## config.mk

```make
export PLATFORM = sky130hd
export DESIGN_NAME = sorted_linked_map_engine
export DESIGN_NICKNAME = d
export VERILOG_FILES = /design/src/rtl/core/slme_pkg.sv /design/src/rtl/core/slme_ram.sv /design/src/rtl/core/slme_ctrl.sv /design/src/rtl/core/slme_dp.sv /design/src/rtl/core/sorted_linked_map_engine.sv
export SDC_FILE = /design/constraint.sdc
export NUM_CORES = 2
export LEC_CHECK = 0
export ABC_AREA = 1
export BUFFER_PORTS_ARGS = -buffer_cell sky130_fd_sc_hd__buf_2
export CAP_MARGIN = 20
export CORE_UTILIZATION = 50
export DETAILED_ROUTE_END_ITERATION = 16
export PLACE_DENSITY = 0.76
export RECOVER_POWER = 50
export SLEW_MARGIN = 20
export SYNTH_ARGS = -nofsm -noshare
export SYNTH_HDL_FRONTEND = slang
export SYNTH_SLANG_ARGS = --single-unit
```

## constraint.sdc

```tcl
create_clock -name clk_i -period 4.4 [get_ports clk_i]
set_clock_uncertainty 0.15 [all_clocks]
set_input_delay 0 -clock clk_i [delete_from_list [all_inputs] [get_ports clk_i]]
set_output_delay 0 -clock clk_i [all_outputs]
set_load 0.03 [all_outputs]
```

## src/rtl/core/slme_pkg.sv

```systemverilog
`default_nettype none
// ----------------------------------------------------------------------------
// slme_pkg
// Shared types for the sorted linked map engine: operation codes, result
// status codes and the command/status bundles between controller and datapath.
// ----------------------------------------------------------------------------
package slme_pkg;

  typedef enum logic [1:0] {
    OP_ADD    = 2'd0,
    OP_SEARCH = 2'd1,
    OP_REMOVE = 2'd2
  } op_e;

  localparam logic STATUS_DONE = 1'b0;
  localparam logic STATUS_FULL = 1'b1;

  // Source of the node store read address
  typedef enum logic [1:0] {
    RD_CUR  = 2'd0,
    RD_LINK = 2'd1,
    RD_FREE = 2'd2
  } rd_src_e;

  typedef struct packed {
    logic    load;        // take the input word, restart the walk at the head
    rd_src_e rd_src;
    logic    advance;     // prev <= cur, cur <= link of cur
    logic    grab;        // key hit: keep old value and successor
    logic    wr_value;    // overwrite value of the hit node
    logic    reject;      // add refused, store full
    logic    take_fresh;  // new slot from the never-used range
    logic    take_free;   // new slot from the head of the free list
    logic    pop_free;    // free head <= link read of the taken slot
    logic    write_node;  // key, value and link of the new slot
    logic    link_new;    // predecessor (or head) points to the new slot
    logic    unlink;      // predecessor (or head) skips the hit node
    logic    release_node; // push the hit node onto the free list
    logic    finish;      // load the output register
  } cmd_t;

  typedef struct packed {
    logic [1:0] op;
    logic       cur_null;
    logic       key_eq;
    logic       key_before;
    logic       next_null;
    logic       full;
    logic       fresh_avail;
    logic       out_free;
  } sts_t;

endpackage
`default_nettype wire

```

## src/rtl/core/slme_ram.sv

```systemverilog
`default_nettype none
// ----------------------------------------------------------------------------
// slme_ram
// Generic single write port, single read port RAM with registered read data.
// ----------------------------------------------------------------------------
module slme_ram #(
  parameter int WIDTH = 32,
  parameter int DEPTH = 16
) (
  input  wire logic                     clk_i,
  input  wire logic                     we_i,
  input  wire logic [$clog2(DEPTH)-1:0] waddr_i,
  input  wire logic [WIDTH-1:0]         wdata_i,
  input  wire logic [$clog2(DEPTH)-1:0] raddr_i,
  output      logic [WIDTH-1:0]         rdata_o
);

  logic [WIDTH-1:0] mem_q [DEPTH];

  always_ff @(posedge clk_i) begin
    if (we_i) begin
      mem_q[waddr_i] <= wdata_i;
    end
    rdata_o <= mem_q[raddr_i];
  end

endmodule
`default_nettype wire

```

## src/rtl/core/slme_ctrl.sv

```systemverilog
`default_nettype none
// ----------------------------------------------------------------------------
// slme_ctrl
// Sequencer for one operation: walk the list, then update links, the free
// list and the output register.
// ----------------------------------------------------------------------------
module slme_ctrl (
  input  wire logic          clk_i,
  input  wire logic          rst_ni,
  input  wire logic          in_valid_i,
  output      logic          in_stall_o,
  input  wire slme_pkg::sts_t sts_i,
  output      slme_pkg::cmd_t cmd_o
);
  import slme_pkg::*;

  typedef enum logic [3:0] {
    S_IDLE,
    S_START,
    S_CMP,
    S_HIT,
    S_RELEASE,
    S_MISS,
    S_POP,
    S_NODE,
    S_LINK,
    S_DONE
  } state_e;

  state_e state_q, state_d;

  always_ff @(posedge clk_i or negedge rst_ni) begin
    if (!rst_ni) begin
      state_q <= S_IDLE;
    end else begin
      state_q <= state_d;
    end
  end

  assign in_stall_o = (state_q != S_IDLE);

  always_comb begin
    state_d = state_q;
    cmd_o   = '0;
    cmd_o.rd_src = RD_CUR;
    case (state_q)
      S_IDLE: begin
        if (in_valid_i) begin
          cmd_o.load = 1'b1;
          state_d    = S_START;
        end
      end
      S_START: begin
        case (sts_i.op)
          OP_ADD, OP_SEARCH, OP_REMOVE: begin
            state_d = sts_i.cur_null ? S_MISS : S_CMP;
          end
          default: state_d = S_DONE;
        endcase
      end
      S_CMP: begin
        if (sts_i.key_eq) begin
          cmd_o.grab = 1'b1;
          state_d    = S_HIT;
        end else if (sts_i.key_before) begin
          // step to the successor and read it right away
          cmd_o.advance = 1'b1;
          cmd_o.rd_src  = RD_LINK;
          state_d       = sts_i.next_null ? S_MISS : S_CMP;
        end else begin
          state_d = S_MISS;
        end
      end
      S_HIT: begin
        case (sts_i.op)
          OP_ADD: begin
            cmd_o.wr_value = 1'b1;
            state_d        = S_DONE;
          end
          OP_REMOVE: begin
            cmd_o.unlink = 1'b1;
            state_d      = S_RELEASE;
          end
          default: state_d = S_DONE;
        endcase
      end
      S_RELEASE: begin
        cmd_o.release_node = 1'b1;
        state_d            = S_DONE;
      end
      S_MISS: begin
        if (sts_i.op == OP_ADD) begin
          if (sts_i.full) begin
            cmd_o.reject = 1'b1;
            state_d      = S_DONE;
          end else if (sts_i.fresh_avail) begin
            cmd_o.take_fresh = 1'b1;
            state_d          = S_NODE;
          end else begin
            cmd_o.take_free = 1'b1;
            cmd_o.rd_src    = RD_FREE;
            state_d         = S_POP;
          end
        end else begin
          state_d = S_DONE;
        end
      end
      S_POP: begin
        cmd_o.pop_free   = 1'b1;
        cmd_o.write_node = 1'b1;
        state_d          = S_LINK;
      end
      S_NODE: begin
        cmd_o.write_node = 1'b1;
        state_d          = S_LINK;
      end
      S_LINK: begin
        cmd_o.link_new = 1'b1;
        state_d        = S_DONE;
      end
      S_DONE: begin
        // hold until the output register can take the word
        if (sts_i.out_free) begin
          cmd_o.finish = 1'b1;
          state_d      = S_IDLE;
        end
      end
      default: state_d = S_IDLE;
    endcase
  end

endmodule
`default_nettype wire

```

## src/rtl/core/slme_dp.sv

```systemverilog
`default_nettype none
// ----------------------------------------------------------------------------
// slme_dp
// Datapath: node stores, list and free list pointers, pair count, key compare
// and the output register.
// ----------------------------------------------------------------------------
module slme_dp #(
  parameter int CAPACITY = 16
) (
  input  wire logic               clk_i,
  input  wire logic               rst_ni,
  input  wire logic               cfg_we_i,
  input  wire logic               cfg_wdata_i,
  input  wire logic [1:0]         operation_i,
  input  wire logic signed [31:0] key_i,
  input  wire logic signed [31:0] value_i,
  input  wire logic               out_stall_i,
  output      logic               out_valid_o,
  output      logic signed [31:0] result_value_o,
  output      logic               found_o,
  output      logic               status_o,
  output      logic [4:0]         entry_count_o,
  output      logic               is_empty_o,
  input  wire slme_pkg::cmd_t     cmd_i,
  output      slme_pkg::sts_t     sts_o
);
  import slme_pkg::*;

  localparam int AW = $clog2(CAPACITY);
  localparam int PW = $clog2(CAPACITY + 1);
  localparam int CW = $clog2(CAPACITY + 1);
  localparam logic [PW-1:0] NIL = PW'(CAPACITY);
  localparam logic [CW-1:0] CAP_CNT = CW'(CAPACITY);

  logic                order_q;
  logic [1:0]          op_q;
  logic signed [31:0]  key_q, val_q;
  logic [PW-1:0]       cur_q, prev_q, nxt_q, slot_q;
  logic [PW-1:0]       head_q, free_head_q;
  logic [CW-1:0]       fresh_q, count_q;
  logic signed [31:0]  res_q;
  logic                found_q, rej_q;

  logic signed [31:0]  key_rd, val_rd;
  logic [PW-1:0]       link_rd;
  logic [AW-1:0]       rd_addr;
  logic                out_valid_q;

  logic                link_we, val_we;
  logic [AW-1:0]       link_waddr, val_waddr;
  logic [PW-1:0]       link_wdata;
  logic signed [31:0]  val_wdata;
  logic                prev_null;

  assign prev_null = (prev_q == NIL);

  // read address
  always_comb begin
    case (cmd_i.rd_src)
      RD_LINK: rd_addr = link_rd[AW-1:0];
      RD_FREE: rd_addr = free_head_q[AW-1:0];
      default: rd_addr = cur_q[AW-1:0];
    endcase
  end

  // link store write port
  always_comb begin
    link_we    = 1'b0;
    link_waddr = cur_q[AW-1:0];
    link_wdata = free_head_q;
    if (cmd_i.write_node) begin
      link_we    = 1'b1;
      link_waddr = slot_q[AW-1:0];
      link_wdata = cur_q;
    end else if (cmd_i.link_new) begin
      link_we    = !prev_null;
      link_waddr = prev_q[AW-1:0];
      link_wdata = slot_q;
    end else if (cmd_i.unlink) begin
      link_we    = !prev_null;
      link_waddr = prev_q[AW-1:0];
      link_wdata = nxt_q;
    end else if (cmd_i.release_node) begin
      link_we = 1'b1;
    end
  end

  assign val_we    = cmd_i.write_node | cmd_i.wr_value;
  assign val_waddr = cmd_i.write_node ? slot_q[AW-1:0] : cur_q[AW-1:0];
  assign val_wdata = val_q;

  slme_ram #(.WIDTH(32), .DEPTH(CAPACITY)) u_key_ram (
    .clk_i   (clk_i),
    .we_i    (cmd_i.write_node),
    .waddr_i (slot_q[AW-1:0]),
    .wdata_i (key_q),
    .raddr_i (rd_addr),
    .rdata_o (key_rd)
  );

  slme_ram #(.WIDTH(32), .DEPTH(CAPACITY)) u_val_ram (
    .clk_i   (clk_i),
    .we_i    (val_we),
    .waddr_i (val_waddr),
    .wdata_i (val_wdata),
    .raddr_i (rd_addr),
    .rdata_o (val_rd)
  );

  slme_ram #(.WIDTH(PW), .DEPTH(CAPACITY)) u_link_ram (
    .clk_i   (clk_i),
    .we_i    (link_we),
    .waddr_i (link_waddr),
    .wdata_i (link_wdata),
    .raddr_i (rd_addr),
    .rdata_o (link_rd)
  );

  // control state
  always_ff @(posedge clk_i or negedge rst_ni) begin
    if (!rst_ni) begin
      order_q     <= 1'b0;
      head_q      <= NIL;
      free_head_q <= NIL;
      fresh_q     <= '0;
      count_q     <= '0;
      out_valid_q <= 1'b0;
    end else begin
      if (cfg_we_i) begin
        order_q <= cfg_wdata_i;
      end
      if (cmd_i.take_fresh) begin
        fresh_q <= fresh_q + CW'(1);
      end
      if (cmd_i.pop_free) begin
        free_head_q <= link_rd;
      end else if (cmd_i.release_node) begin
        free_head_q <= cur_q;
      end
      if (cmd_i.link_new && prev_null) begin
        head_q <= slot_q;
      end else if (cmd_i.unlink && prev_null) begin
        head_q <= nxt_q;
      end
      if (cmd_i.link_new) begin
        count_q <= count_q + CW'(1);
      end else if (cmd_i.release_node) begin
        count_q <= count_q - CW'(1);
      end
      if (cmd_i.finish) begin
        out_valid_q <= 1'b1;
      end else if (!out_stall_i) begin
        out_valid_q <= 1'b0;
      end
    end
  end

  // working registers of the current word
  always_ff @(posedge clk_i) begin
    if (cmd_i.load) begin
      op_q    <= operation_i;
      key_q   <= key_i;
      val_q   <= value_i;
      cur_q   <= head_q;
      prev_q  <= NIL;
      res_q   <= '0;
      found_q <= 1'b0;
      rej_q   <= STATUS_DONE;
    end
    if (cmd_i.advance) begin
      prev_q <= cur_q;
      cur_q  <= link_rd;
    end
    if (cmd_i.grab) begin
      nxt_q   <= link_rd;
      res_q   <= val_rd;
      found_q <= 1'b1;
    end
    if (cmd_i.reject) begin
      rej_q <= STATUS_FULL;
    end
    if (cmd_i.take_fresh) begin
      slot_q <= PW'(fresh_q);
    end else if (cmd_i.take_free) begin
      slot_q <= free_head_q;
    end
    if (cmd_i.finish) begin
      result_value_o <= res_q;
      found_o        <= found_q;
      status_o       <= rej_q;
      entry_count_o  <= 5'(count_q);
      is_empty_o     <= (count_q == '0);
    end
  end

  assign out_valid_o = out_valid_q;

  always_comb begin
    sts_o.op          = op_q;
    sts_o.cur_null    = (cur_q == NIL);
    sts_o.key_eq      = (key_rd == key_q);
    sts_o.key_before  = order_q ? (key_rd >= key_q) : (key_rd <= key_q);
    sts_o.next_null   = (link_rd == NIL);
    sts_o.full        = (count_q >= CAP_CNT);
    sts_o.fresh_avail = (fresh_q < CAP_CNT);
    sts_o.out_free    = !out_valid_q || !out_stall_i;
  end

endmodule
`default_nettype wire

```

## src/rtl/core/sorted_linked_map_engine.sv

```systemverilog
`default_nettype none
// ----------------------------------------------------------------------------
// sorted_linked_map_engine
// Key/value map kept as a key-ordered singly linked list in node RAMs.
// ----------------------------------------------------------------------------
// One operation (add/update, search, remove) is in flight at a time; each
// accepted word yields exactly one result word. The walk reads one node per
// cycle from the key, value and link RAMs, then further states update links
// and the free list; an unused operation code skips the walk and goes
// straight to the result. A word is taken only while the controller is idle.
// A finished result sits in an output register, so the next word is taken
// while it waits; that next word then holds in its final state until the
// register is free. Unused slots are handed out first from a never-used
// range and then from a free list, so no clearing pass follows reset. An
// add of a new key into a full store is refused with status 1. The order
// bit written through cfg_we_i only changes how later walks compare; stored
// pairs are not reordered.
// ----------------------------------------------------------------------------
module sorted_linked_map_engine #(
  parameter int CAPACITY = 16
) (
  input  wire logic               clk_i,
  input  wire logic               rst_ni,
  input  wire logic               cfg_we_i,
  input  wire logic               cfg_wdata_i,
  input  wire logic               in_valid_i,
  output      logic               in_stall_o,
  input  wire logic [1:0]         operation_i,
  input  wire logic signed [31:0] key_i,
  input  wire logic signed [31:0] value_i,
  output      logic               out_valid_o,
  input  wire logic               out_stall_i,
  output      logic signed [31:0] result_value_o,
  output      logic               found_o,
  output      logic               status_o,
  output      logic [4:0]         entry_count_o,
  output      logic               is_empty_o
);
  import slme_pkg::*;

  cmd_t cmd;
  sts_t sts;

  slme_ctrl u_ctrl (
    .clk_i      (clk_i),
    .rst_ni     (rst_ni),
    .in_valid_i (in_valid_i),
    .in_stall_o (in_stall_o),
    .sts_i      (sts),
    .cmd_o      (cmd)
  );

  slme_dp #(.CAPACITY(CAPACITY)) u_dp (
    .clk_i          (clk_i),
    .rst_ni         (rst_ni),
    .cfg_we_i       (cfg_we_i),
    .cfg_wdata_i    (cfg_wdata_i),
    .operation_i    (operation_i),
    .key_i          (key_i),
    .value_i        (value_i),
    .out_stall_i    (out_stall_i),
    .out_valid_o    (out_valid_o),
    .result_value_o (result_value_o),
    .found_o        (found_o),
    .status_o       (status_o),
    .entry_count_o  (entry_count_o),
    .is_empty_o     (is_empty_o),
    .cmd_i          (cmd),
    .sts_o          (sts)
  );

endmodule
`default_nettype wire

```

; ---- After elaboration in Yosys (flattened, before gate mapping)
; Memory sizes are Yosys's and may differ from the RTL's. A register that Yosys moved wholly into a read port is not among the register bits.
; Index checks and enable logic that the tools add are counted.
; W data, S select, Z words.
[totals]
ff_bits = 186
ramBits = 1104
elab_cells = 146
memories = 3
[op_classes]
add_sub_neg = 3
order_cmp = 4
eq_ne = 20
muxes = 73
bitwise = 1
n_reduce_logical = 20
[memory_table]
columns = memory, words, word_bits, read_ports, rd_clocked_by_memory_dff, write_ports, line
row1 = u_dp.u_key_ram.mem_q, 16, 32, 1, 1, 1, slme_ram.sv:18  ; logic [WIDTH-1:0] mem_q [DEPTH];
row2 = u_dp.u_val_ram.mem_q, 16, 32, 1, 1, 1, slme_ram.sv:18
row3 = u_dp.u_link_ram.mem_q, 16, 5, 1, 1, 1, slme_ram.sv:18
[ops]
columns = cell, count
row1 = $mux W5, 15
row2 = $mux W32, 2
row3 = $mux W4, 12
row4 = $eq A32 B32 Y1, 1
row5 = $ge A32 B32 Y1, 1
row6 = $le A32 B32 Y1, 1
row7 = $pmux W4 S8, 1
row8 = $mux W1, 30
row9 = $eq A4 B3 Y1 const B, 4
row10 = $eq A5 B5 Y1 const B, 3
row11 = $mux W3, 5
row12 = $mux W2, 6
row13 = $reduce_bool A2 Y1, 6
row14 = $add A5 B1 Y5 const B, 2
row15 = $eq A4 B2 Y1 const B, 2
row16 = $eq A4 B4 Y1 const B, 2
row17 = $pmux W4 S2, 1
row18 = $ge A5 B5 Y1 const B, 1
row19 = $logic_not A5 Y1, 1
row20 = $lt A5 B5 Y1 const B, 1
row21 = $sub A5 B1 Y5 const B, 1
row22 = $eq A2 B1 Y1 const B, 2
row23 = $eq A2 B2 Y1 const B, 2
row24 = $eq A4 B1 Y1 const B, 1
row25 = other kinds (13), 18

; ---- Logic depth before layout (Yosys ltp)
[logic_depth]
depth_word = 8
ltp_mapped = 26

; ---- By module
; Synthesis repeated with hierarchy kept, for this count alone.
[hier_totals]
hier_cells = 5286
hier_area_um2 = 57273.7
[modules_own_cells]
columns = mod, instances, cells_each, area_each_um2, seq_area_each_um2
row1 = slme_ram at u_dp.u_key_ram ..., 2, 2120, 22730.6, 16015.4
row2 = slme_dp, 1, 605, 7579.8, 5337.6
row3 = slme_ram at u_dp.u_link_ram, 1, 355, 3733.6, 2502.4
row4 = slme_ctrl, 1, 86, 499.2, 100.1

; ---- Worst setup path before layout
; OpenSTA, ideal clock, no wires.
[synth_path]
path_kind = reg-to-reg
start = reg u_dp.key_q[31]
end = reg u_dp.u_val_ram.rdata_o[2] (read register of u_dp.u_val_ram.mem_q)
arrival_ps = 3387
required_time_ps = 4130
slack_ps = 743
path_stages_with_launch = 25
synth_period_minus_slack_ps = 3657
cell_sequence = edfxtp_1 inv_1 ha_1 nand2_1 nor2_1 inv_1 nor2_2 nand2_1 nor2_2 nand2_1 nand3_1 nand2_1 nand3_2 inv_1 ha_1 inv_2 nand3_1 o21ai_2 buf_4 buf_6 buf_6 mux2i_1 o221ai_1 o211ai_1 nand2_1
[synth_between]
elab_chain_len = 7
elab_cells_between_ends = 10
[synth_lines]
columns = element, line
row1 = "start, declared", slme_dp.sv:37  ; logic signed [31:0] key_q, val_q;
row2 = "start signal, assigned", slme_dp.sv:162  ; key_q <= key_i;
row3 = $le A32 B32 Y1 / $ge A32 B32 Y1 (equally long branches), slme_dp.sv:202  ; sts_o.key_before = order_q ? (key_rd >= key_q) : (key_rd <= key_q);
row4 = $mux W1, slme_dp.sv:202
row5 = $mux W2, slme_ctrl.sv:65  ; end else if (sts_i.key_before) begin
row6 = $mux W3 (*), slme_ctrl.sv:62  ; if (sts_i.key_eq) begin
row7 = $pmux W2 S2 (*), slme_ctrl.sv:46  ; case (state_q)
row8 = $eq A2 B2 Y1 / $eq A2 B1 Y1 (equally long branches), slme_dp.sv:59  ; case (cmd_i.rd_src)
row9 = $pmux W4 S2 (*), slme_dp.sv:59
row10 = "end, declared", slme_ram.sv:15  ; output logic [WIDTH-1:0] rdata_o
; Every way passes the cells marked *; elsewhere a longest branch is shown, timed or not.
; A chain may end at the register's enable or synchronous reset.

; ---- Worst setup path after layout
[layout_path]
start = reg u_dp.key_q[13]
end = reg u_dp.u_val_ram.rdata_o[11] (read register of u_dp.u_val_ram.mem_q)
; The elaborated chain is that of the path after synthesis.

==> impl_table.tex <==
\begin{tabular}{lr}
\hline
Metric & Value \\
\hline
\multicolumn{2}{l}{\textbf{Worst setup path}} \\
\quad Most repeated library cell on the critical path & sky130\_fd\_sc\_hd\_\_nand2\_1 \\
\quad Crit-path cells & inv\_1 -> ha\_1 -> nand2\_1 -> a21oi\_1 -> nor2\_1 -> nand2\_1 -> a21oi\_1 -> nand3\_1 -> nand2\_1 -> nand3\_2 -> inv\_1 -> ha\_4 -> inv\_4 -> nand3\_1 -> o21ai\_4 -> clkinv\_8 -> buf\_12 -> buf\_12 -> o21ai\_0 -> o221ai\_1 -> o211ai\_1 -> nand2\_1 \\
\quad Largest stage delay on the critical path & 440 ps \\
\quad Critical path data arrival time & 4720 ps \\
\quad Classification of the worst setup path & reg -> reg \\
\quad Req. time, crit path & 4890 ps \\
\quad Worst r2r src & u\_dp.key\_q[13]\$\_DFFE\_PP\_ \\
\quad Worst Setup SP & u\_dp.key\_q[13]\$\_DFFE\_PP\_ \\
\quad Worst Setup Start Kind & register \\
\quad Critical Path Fanout Max & 63 \\
\quad Critical Path End Type & register \\
\quad Buffers \& Inverters on Critical Path & 6 \\
\quad Category of cells accounting for the largest share of critical-path delay & compound AO/OA/AOI/OAI gates \\
\quad Slowest cell on the critical path & sky130\_fd\_sc\_hd\_\_edfxtp\_1 \\
\multicolumn{2}{l}{\textbf{Route}} \\
\quad Violation count after the first detailed-routing iteration & 3901 \\
\quad Vias & 33000 \\
\quad Detail Route Antenna Nets & 0 \\
\quad DR DRC count & 0 \\
\quad Detailed Routing Iterations Pass 1 & 5 \\
\quad Wirelength per Cell & 23.2 um \\
\quad WL final & 128 mm \\
\quad Vias/cell & 6.00 \\
\multicolumn{2}{l}{\textbf{Cells and area}} \\
\quad Most common cell after layout, fill and taps aside & sky130\_fd\_sc\_hd\_\_edfxtp\_1 \\
\quad Count of non-filler cells in the finished layout & 5492 \\
\quad Area added between synthesis and finish & 17.5\% \\
\quad Count of filler cells inserted in the layout & 7435 \\
\quad Area used by multi-input combinational logic & 0.0113 mm2 \\
\quad Final design instance area without fill & 0.0617 mm2 \\
\quad Leading cell types in the layout, fill and taps excluded & sky130\_fd\_sc\_hd\_\_edfxtp\_1 (1262), sky130\_fd\_sc\_hd\_\_nor2\_1 (640), sky130\_fd\_sc\_hd\_\_o21ai\_0 (313) \\
\quad Flip-flop and latch area & 0.0400 mm2 \\
\quad Layout cells sized above 1 & 12.1\% \\
\quad Nets & 4110 \\
\multicolumn{2}{l}{\textbf{Timing}} \\
\quad Worst slack on hold paths & 238 ps \\
\quad Count of final max-slew check failures & 42 \\
\quad Max Freq & 237 MHz \\
\quad Fin. Hold Viols & 0 \\
\quad Min cycle time layout & 4220 ps \\
\quad Transition time at the pin with the least slew margin & 1530 ps \\
\quad Worst slew margin relative to its limit & -2.34\% \\
\quad Share of the cycle needed by the critical path after routing & 96.0\% \\
\quad Setup violation total in the final timing report & 0 \\
\quad Setup ws final & 176 ps \\
\multicolumn{2}{l}{\textbf{GRT}} \\
\quad Wire length of the first global-routing pass & 187 mm \\
\quad Vias in the first global route & 31900 \\
\quad Overall fraction of global-route tracks in use & 23.1\% \\
\quad Number of antenna violations at the first check in global routing & 1 \\
\quad Overflow after GRT & 0 \\
\quad Maximum number of pins on one net before global-route repair & 97 \\
\multicolumn{2}{l}{\textbf{Clock tree}} \\
\quad Clock Root Buffer & sky130\_fd\_sc\_hd\_\_clkbuf\_16 \\
\quad Clock Sinks & 1359 \\
\quad Register clock-pin slew on the reported worst setup and hold paths & 60 ps \\
\quad Buffer levels on the longest clock path & 3 \\
\quad Clock latency reported for the late side of the worst-skew pair & 760 ps \\
\quad Total clock buffers created by CTS & 137 \\
\quad H-Tree Depth & 4 \\
\quad TritonCTS clock tree & built \\
\multicolumn{2}{l}{\textbf{Synth}} \\
\quad Sequential element share of the synthesized area & 76.1\% \\
\quad Post-Synthesis Net Count & 3789 \\
\quad Unique masters post-synth & 46 \\
\quad Average footprint of a synthesized cell & 14.3 um2 \\
\quad Warnings, synthesis & 0 \\
\quad Cells after synthesis & 3678 \\
\quad Register bit count reported by yosys & 1359 \\
\quad Cell area after synthesis & 0.0525 mm2 \\
\multicolumn{2}{l}{\textbf{Hold path}} \\
\quad Origin of the worst min-delay path & in\_valid\_i \\
\quad Path category of the worst min-delay check & in -> reg \\
\multicolumn{2}{l}{\textbf{Die}} \\
\quad Die area & 0.106 mm2 \\
\quad Core Footprint & 0.104 mm2 \\
\quad Number of core rows & 118 \\
\quad Horiz. Die Dim & 326 um \\
\quad IO Count & 114 \\
\quad Starting utilization of the core area & 50.6\% \\
\quad DIE HEIGHT & 326 um \\
\multicolumn{2}{l}{\textbf{Place}} \\
\quad Post-Place Setup Slack & -74.4 ps \\
\quad GPL Wtd Cong & 0.878 \\
\quad Standard cell area after detailed placement & 0.0557 mm2 \\
\quad Port bufs & 113 \\
\quad Number of placed instances with taps included & 5079 \\
\quad Placed wire-length estimate after detailed placement & 63.8 mm \\
\multicolumn{2}{l}{\textbf{Status}} \\
\quad Failing checks & max-capacitance violations, max-slew violations \\
\quad Result of the run & complete, but fails checks \\
\multicolumn{2}{l}{\textbf{Pwr}} \\
\quad Ratio of total power to cell area & 673 mW/mm2 \\
\quad Total power of the final layout & 41500 uW \\
\quad Leakage power total & 0.0208 uW \\
\quad Maximum vdd drop & 0.000507 V \\
\multicolumn{2}{l}{\textbf{Run}} \\
\quad Max-cap violation count & 2 \\
\hline
\end{tabular}
## state kept, by name (all words and copies together), names as in the netlist, 2 cells and up
| signal | flops |
|---|---|
| u_dp.result_value_o | 32 |
| u_dp.cur_q | 5 |
| u_dp.free_head_q | 5 |
| u_dp.nxt_q | 5 |
| u_ctrl.state_q | 4 |
| u_dp.u_val_ram.rdata_o | 32 |
| u_dp.op_q | 2 |
| u_dp.entry_count_o | 5 |
| u_dp.slot_q | 5 |
| u_dp.prev_q | 5 |
| u_dp.key_q | 32 |
| u_dp.u_link_ram.mem_q | 80 |
| u_dp.res_q | 32 |
| u_dp.count_q | 5 |
| u_dp.fresh_q | 5 |
| u_dp.u_link_ram.rdata_o | 5 |
| u_dp.u_val_ram.mem_q | 512 |
| u_dp.val_q | 32 |
| u_dp.head_q | 5 |
| u_dp.u_key_ram.rdata_o | 32 |
| u_dp.u_key_ram.mem_q | 512 |
## cells by family (layout without fill, tap and decap cells)
family | after synthesis | after routing | synth area share (%)
xor+xnor | 8 | 8 | 0.133
buf+inv | 364 | 797 | 3.01
fa+ha+maj | 39 | 39 | 0.943
simple gates | 987 | 987 | 7.59
compound gates | 849 | 849 | 10.9
flops | 1359 | 1359 | 76.1
mux | 72 | 72 | 1.38
other cells | 0 | 1 | 0
## where the power goes
part	internal [uW]	switching, uW
Sequential	15800	667
Combinational	4640	8830
Clock	6580	4970
## cell type report
class                      count  area share (%)
sequential                  1359            64.8
timing repair inverter         3          0.0426
clock buffer                 196            6.21
antenna                        1         0.00405
clock inverter                55            1.08
multi-input combinational   1955            18.2
timing repair buffer         406            5.94
tap                         1380            2.80
inverter                     137           0.908
## per-stage QoR
stage               utilization (%)  TNS [ps]
finish                         59.5         0
floorplan                         -         0
detailed placement             53.6      -641
global route                   59.5     -30.7
CTS                            59.4         0
global placement               53.6         0
## Yosys cell counts, drive strengths merged
cell | instances | share of area [%]
o211ai | 143 | 2.0
nand4 | 10 | 0.12
a32o | 1 | 0.019
ha | 38 | 0.90
buf | 98 | 1.1
fa | 1 | 0.038
o221ai | 139 | 2.3
o21a | 1 | 0.014
xnor2 | 3 | 0.050
a31oi | 2 | 0.024
dfxtp | 71 | 2.7
o21ai | 389 | 3.7
a2111oi | 1 | 0.017
mux2 | 3 | 0.064
inv | 137 | 0.98
dfrtp | 24 | 1.1
edfxtp | 1262 | 72
nand3b | 1 | 0.014
clkbuf | 129 | 0.93
xor2 | 5 | 0.083
nor2 | 677 | 4.9
a21oi | 22 | 0.21
o22ai | 5 | 0.060
a221o | 2 | 0.038
mux2i | 69 | 1.3
o32ai | 138 | 2.3
a21o | 4 | 0.057
nand2 | 200 | 1.4
a211oi | 1 | 0.014
dfstp | 2 | 0.10
nand3 | 25 | 0.26
o311ai | 1 | 0.017
or2 | 69 | 0.82
nor3 | 5 | 0.069
## worst register-to-register path, delay by kind of cell (launching register included)
family | cells | cell delay (ps)
compound gates | 6 | 1150
fa+ha+maj | 2 | 500
buf+inv | 6 | 970
flops | 1 | 440
simple gates | 8 | 900
## repair_timing
item,CTS,global route
pin swaps,1,1
hold buffers,143,0
endpoints found under the hold margin,113,0
gates cloned,0,9
endpoints found under the setup margin,57,68
buffers inserted,1,8
resized for setup,0,20
## path summary, 6_finish.rpt
check | slack, ps | to | cells past startpoint
max reg2reg | 180 | u_dp.u_val_ram.rdata_o[11]$_DFF_P_ | 22
min reg2reg | 260 | u_dp.result_value_o[11]$_DFFE_PP_ | 0
max in group asynchronous | 2290 | u_dp.order_q$_DFFE_PN0P_ | 4
min in group asynchronous | 340 | u_dp.free_head_q[4]$_DFFE_PN1P_ | 3
max | 180 | u_dp.u_val_ram.rdata_o[11]$_DFF_P_ | 22
min | 240 | u_dp.found_q$_SDFFE_PP1P_ | 5
## layer usage
| layer | part of all wire (%) | vias to the layer above | track usage, % |
|---|---|---|---|
| met4 | 3.0 | 2 | 8.21 |
| met2 | 48 | 1818 | 37.2 |
| met5 | 0.0078 | - | 0 |
| met3 | 9.4 | 296 | 4.69 |
| li1 | - | 14500 | - |
| met1 | 40 | 16300 | 31.5 |
Note: power is estimated with default switching activity, not from simulation.
